**config.mk**
```make
export PLATFORM = sky130hd
export DESIGN_NAME = hvt_div_cell
export DESIGN_NICKNAME = d
export VERILOG_FILES = /design/src/hvt_div_cell.sv
export SDC_FILE = /design/constraint.sdc
export NUM_CORES = 1
export LEC_CHECK = 0
export BUFFER_PORTS_ARGS = -buffer_cell sky130_fd_sc_hd__buf_2
export CAP_MARGIN = 20
export CORE_MARGIN = 2
export CORE_UTILIZATION = 46
export DETAILED_ROUTE_END_ITERATION = 8
export PLACE_DENSITY = 0.76
export RECOVER_POWER = 100
export SYNTH_ARGS = -nofsm -noshare
export SYNTH_HDL_FRONTEND = slang
export SYNTH_SLANG_ARGS = --single-unit
```
**constraint.sdc**
```tcl
create_clock -name clk -period 3.4 [get_ports clk]
set_input_delay 0.68 -clock clk [delete_from_list [all_inputs] [get_ports clk]]
set_output_delay 0.68 -clock clk [all_outputs]
set_load 0.01 [all_outputs]
```
**src/hvt_div_cell.sv**
```systemverilog
`default_nettype none
module hvt_div_cell #(
	parameter int SW = 50,
	parameter int QB = 33
) (
	input  wire logic          clk,
	input  wire logic          en,
	input  wire logic [SW-1:0] rem_in,
	input  wire logic [QB-1:0] dq_in,
	input  wire logic [SW-1:0] den_in,
	output logic [SW-1:0]      rem_q,
	output logic [QB-1:0]      dq_q,
	output logic [SW-1:0]      den_q
);
	logic [SW:0] trial;
	logic [SW:0] diff;
	logic        take;

	// One restoring step: bring down the next dividend bit and try a subtract.
	always_comb begin
		trial = {rem_in, dq_in[QB-1]};
		diff  = trial - {1'b0, den_in};
		take  = trial >= {1'b0, den_in};
	end

	always_ff @(posedge clk) begin
		if (en) begin
			rem_q <= take ? diff[SW-1:0] : trial[SW-1:0];
			dq_q  <= {dq_in[QB-2:0], take};
			den_q <= den_in;
		end
	end
endmodule
`default_nettype wire

```
==> results of run 1 <==
[power by group]
| part | internal [mW] | switching, mW |
|---|---|---|
| registers | 2.04 | 0.0473 |
| logic | 0.492 | 0.733 |
| clock network | 1.03 | 0.780 |
| total | 3.55 | 1.56 |
[worst max-delay path: stages]
cell      delay (ns)
buf_2           0.11
inv_1           0.05
ha_1            0.18
inv_1           0.07
fa_1            0.41
a211oi_2        0.24
o211ai_1        0.18
nand4_1         0.15
a21oi_2         0.10
or3_1           0.37
a211o_4         0.41
a211oi_4        0.25
xor2_1          0.16
o21ai_1         0.07
[cells in the final DEF, fill, tap and decap left out, types with 3 or more instances in the layout]
cell        instances
clkbuf_1          164
nand3_1            14
and3_1              8
o211ai_1            7
inv_1              65
clkbuf_16          17
buf_2             103
nand2_1            85
nand2b_1            4
nor2_1             25
nor3_1              9
clkbuf_2            5
or3_1               3
nor4_1              6
mux2_1              3
ha_1               50
xor2_1             20
clkinv_4            3
o21a_1              3
edfxtp_1          133
a31oi_1             7
inv_6               4
o21bai_1           12
a21o_1             22
xnor2_1            22
o21ai_1             3
a21oi_1            63
clkinvlp_4          4
a21boi_0            3
o21ai_0            69
buf_4              53
and2_1              4
nand4_1            14
[sequential cells by signal, summed over array words and instances, names as in the netlist]
register	flops
rem_q	50
den_q	50
dq_q	33
[worst paths after layout]
path / startpoint / end / slack [ns] / depth (start not counted)
setup / recovery: dq_in[32] / rem_q[48] / 0.16 / 14
hold / removal: dq_in[24] / dq_q[25] / 0.43 / 1
[cell type report]
class	count	area, um2	share of cell area
inverters	65	244.0	0.02430
well taps	220	275.3	0.02741
clock inverters	14	143.9	0.01433
multi-input cells	504	3366	0.3352
repair buffers	326	1590	0.1584
clock buffers	18	429.2	0.04274
flip-flops and latches	133	3994	0.3977
[kinds of logic (layout without fill, tap and decap cells)]
group / count (synthesis) / after routing / share of synthesized area
compound gates: 216 / 216 / 0.1728
simple gates: 189 / 189 / 0.1202
flops: 133 / 133 / 0.5156
buf+inv: 90 / 423 / 0.05153
fa+ha+maj: 51 / 51 / 0.08335
xor+xnor: 42 / 42 / 0.04749
mux: 6 / 6 / 0.009044
[what timing repair did]
| item | 4_1_cts | 5_1_grt |
|---|---|---|
| hold endpoints to repair | 0 | 0 |
| endpoints found under the setup margin | 0 | 6 |
| resized for setup | 0 | 7 |
| buffers inserted | 0 | 0 |
[stage by stage]
step	setup WS, ns	utilization	setup TNS, ns	cell area [um2]
6_report	0.1616	0.6077	0	10040
5_1_grt	-0.02778	0.6077	-0.04599	10040
4_1_cts	0.1124	0.6210	0	10260
3_5_place_dp	-0.3094	0.5864	-2.120	9689
3_3_place_gp	-0.2082	0.5864	-0.8122	9689
2_1_floorplan	0.08390	-	0	7746
[routing by layer]
metal  routed length, um  vias to the layer above  part of all wire  global-route usage
li1                    -                     3315                 -                   -
met1                9272                     3117              0.43              0.3128
met2               10180                      277              0.48              0.3915
met3                1561                       25             0.073             0.05175
met4                 318                        0             0.015             0.06560
met5                   0                        -                 0                   0
==> results_dict.tcl, run 1 <==
set metrics [dict create \
    maxCapViolCount 1 \
    synthTopCellsByArea "edfxtp_1 (52%), ha_1 (8.1%), o21ai_0 (4.5%)" \
    hold_viol_final 0 \
    routedWlPerCell_um 16.67 \
    num_vias 6734 \
    ys.flop_type "edfxtp_1" \
    cp-start-kind "input port" \
    die_h_um 133.8 \
    grt_pass1_wl_um 33110 \
    dieArea_mm2 0.01789 \
    fin_hold_ws_ns 0.4267 \
    clock_path_buffers 2 \
    cts_hold_buffers 0 \
    overflow 0 \
    ioPinCount 268 \
    pwr_density_cell_mw_per_mm2 509.3 \
    grt_antenna_before_repair 0 \
    relSlewSlack -0.002523 \
    place_congestion 0.9570 \
    setup_viol 0 \
    critical_path_class "in2reg" \
    fin_cells 1280 \
    floorplan.initialDensity 0.4688 \
    violations "capacitance limit, slew limit" \
    synth_edf_count 133 \
    drt_iter0_drc 543 \
    drt_pass1_iterations 5 \
    drc 0 \
    fin_nets 1233 \
    syn-num-nets 913 \
    critPathMaxFanout 6 \
    clkTransAtPathRegs_ns 0.06 \
    core_mm2 0.01652 \
    worst_ir_drop_vdd_mv 0.3474 \
    clock_sinks 133 \
    hp-class "in2reg" \
    synth.most_common_cell "edfxtp_1" \
    critPathRequiredTime_ns 3.58 \
    syn_to_final_growth_pct 29.64 \
    fin_crit_ns 3.238 \
    grt_usage 0.2359 \
    finalCritPeriodShare 0.9525 \
    htreeDepth 4 \
    synthTopCellsByCount "edfxtp_1 (133), nand2_1 (84), o21ai_0 (69), inv_1 (65), a21oi_1 (64)" \
    n_fill_cell 1465 \
    seq_area_frac_synth 0.5156 \
    grt_pass1_vias 6512 \
    die_w_um 133.8 \
    cp.arrival_ns 3.42 \
    port_buffers 267 \
    vias_per_cell 5.261 \
    cts_inserted_buffers 17 \
    ys_ff_latch 133 \
    synthDistinctLibCells 70 \
    dp_hpwl_um 16340 \
    synth_top_area_frac 0.5156 \
    diodes 0 \
    dp_cells 1248 \
    drv_slew 56 \
    cp-end-kind "register" \
    async_flop_share 0 \
    fmax_mhz 308.8 \
    tightest_slew_ns 1.504 \
    wirelength_um 21330 \
    netlist_instances 727 \
    cts_tree "built" \
    final_antenna_net_count 0 \
    p_leak_nw 4.208 \
    rows 47 \
    status "finished, violations left" \
    syn_area_per_cell_um2 10.65 \
    ys_warn_count 0 \
    grt_start_max_net_pins 57 \
    yosysTopAreaCell "edfxtp_1" \
    syn_area_mm2 0.007746 \
    cts-root-buf "clkbuf_16" \
    p_total_mw 5.115 \
    layout-drive-gt1-share 0.2047 \
]
Power figures use the tool's default switching activity.
==> inputs of run 2 (changes only) <==
--- a/config.mk
+++ b/config.mk
@@ -9,8 +9,9 @@
 export CAP_MARGIN = 20
 export CORE_MARGIN = 2
-export CORE_UTILIZATION = 46
+export CORE_UTILIZATION = 45
 export DETAILED_ROUTE_END_ITERATION = 8
-export PLACE_DENSITY = 0.76
+export PLACE_DENSITY = 0.75
 export RECOVER_POWER = 100
+export SLEW_MARGIN = 20
 export SYNTH_ARGS = -nofsm -noshare
 export SYNTH_HDL_FRONTEND = slang
==> constraint.sdc (replaced) <==
create_clock -name clk -period 3.4 [get_ports clk]
set_input_delay 0.68 -clock clk [delete_from_list [all_inputs] [get_ports clk]]
set_output_delay 0.68 -clock clk [all_outputs]
set_load 0.05 [all_outputs]
==> run 2 against run 1 <==
Effect of this change:
- the flow still finishes with violations (capacitance limit, slew limit)
- die area grew 2.2%
- wire length is essentially flat
- global-route usage shrank 0.62 points
- clock power grew 7%
- power grew 13%
- critical endpoint unchanged
==> results_dict.tcl, run 2 (same netlist as run 1, synthesis figures left out) <==
set metrics [dict create \
    critPathSlowestCell "fa_1" \
    rows 47 \
    port_buffers 267 \
    grt_antenna_before_repair 1 \
    layout-drive-gt1-share 0.2041 \
    dp_cells 1249 \
    syn_to_final_growth_pct 30.14 \
    drt_pass1_iterations 5 \
    slowest_delay_ns 0.41 \
    vias_per_cell 5.215 \
    critPathRequiredTime_ns 3.57 \
    dp_hpwl_um 16570 \
    cts-root-buf "clkbuf_16" \
    finalCritPeriodShare 0.9487 \
    grt_pass1_wl_um 32510 \
    combPwrFrac 0.304 \
    drv_slew 68 \
    violations "capacitance limit, slew limit" \
    cp.arrival_ns 3.40 \
    pwr_density_cell_mw_per_mm2 572.7 \
    wirelength_um 21340 \
    critical_path_class "in2reg" \
    holdPathEnd "dq_q[16]" \
    grt_pass1_vias 6468 \
    drt_iter0_drc 394 \
    cts_tree "built" \
    path_delay_family "compound AO/OA/AOI/OAI gates" \
    clkTransAtPathRegs_ns 0.06 \
    clock_sinks 133 \
    dieArea_mm2 0.01828 \
    grt_usage 0.2297 \
    die_h_um 135.2 \
    path_buf_inv 3 \
    grt_start_max_net_pins 68 \
    drc 0 \
    tightest_slew_ns 1.706 \
    maxCapViolCount 1 \
    power.internal_mw 3.700 \
    seqPwrFrac 0.361 \
    core_mm2 0.01670 \
    p_leak_nw 4.241 \
    p_total_mw 5.774 \
    final_core_util 0.6036 \
    floorplan.initialDensity 0.4638 \
    htreeDepth 4 \
    num_vias 6696 \
    hold_viol_final 0 \
    setup_viol 0 \
    cp-start-kind "input port" \
    final_antenna_net_count 0 \
    die_w_um 135.2 \
    fin_crit_ns 3.226 \
    clockPowerShare 0.335 \
    cts_inserted_buffers 17 \
    ioPinCount 268 \
    switching_share 0.3591 \
    relSlewSlack -0.1375 \
    top_regs "den_q (50), rem_q (50), dq_q (33)" \
    worst_ir_drop_vdd_mv 0.3484 \
    final_common_cell "clkbuf_1" \
    clock_path_buffers 2 \
    fin_cells 1284 \
    min_from "dq_in[15]" \
    status "finished, violations left" \
    fmax_mhz 310.0 \
    path_cells "buf_2, inv_1, ha_1, inv_1, fa_1, a211oi_2, o211ai_1, nand4_1, a21oi_2, or3_4, a211o_4, a211oi_2, xor2_1, o21ai_1" \
    cp-end-kind "register" \
    routedWlPerCell_um 16.62 \
    min_delay_path_depth 1 \
    critPathMaxFanout 6 \
    p_sw_mw 2.073 \
    overflow 0 \
    cts_hold_buffers 0 \
    place_congestion 0.8744 \
    mostFrequentLayoutCells "clkbuf_1 (163), edfxtp_1 (133), buf_2 (104)" \
    hp-class "in2reg" \
    fin_nets 1236 \
]
[run 2: per-stage QoR]
stage	setup WS (ns)	setup TNS [ns]	instance area, um2	hold WS, ns
after CTS	0.08634	0	10300	0.4078
final	0.1744	0	10080	0.4234
after global placement	-0.2016	-0.8079	9684	0.8561
after floorplan	0.08390	0	7746	0.7789
after detailed placement	-0.3689	-2.081	9684	0.8583
after global routing	-0.03677	-0.08647	10080	0.4081
[run 2: layout make-up]
type                    count  area (um2)
multi-input cells         504        3344
diodes                      1       2.502
flip-flops and latches    133        3994
well taps                 220       275.3
clock buffers              17       425.4
inverters                  65       244.0
fillers                  1478        6620
repair buffers            329        1605
clock inverters            15       190.2
[run 2: repair_timing]
action,4_1_cts,5_1_grt
resized for setup,0,4
setup buffers,0,2
endpoints found under the setup margin,0,8
[run 2: power by group through the flow]
stage	clock network (mW)	logic [mW]	registers, mW
floorplan	0	0.616	2.76
finish	1.94	1.76	2.08
detailed placement	0	1.80	2.11
global placement	0	1.78	2.10
global route	2.03	1.88	2.10
CTS	1.97	1.81	2.07
[run 2: worst max path at each step]
stage                     cells after the start  slack (ns)        end  startpoint
final                                        14        0.17  rem_q[48]   dq_in[32]
after global routing                         14       -0.04  rem_q[44]   dq_in[32]
after CTS                                    14        0.09  rem_q[48]   dq_in[32]
after detailed placement                     14       -0.37  rem_q[48]   dq_in[32]
after global placement                       14       -0.20  rem_q[48]   dq_in[32]
after floorplan                              13        0.08  rem_q[48]   dq_in[32]
[run 2: per-layer routing]
layer  up-vias  track usage  share of wire
met1      3066       0.2982           0.43
met5         -            0              0
li1       3325            -              -
met2       272       0.3790           0.47
met4         0      0.08391          0.022
met3        33      0.05163          0.077
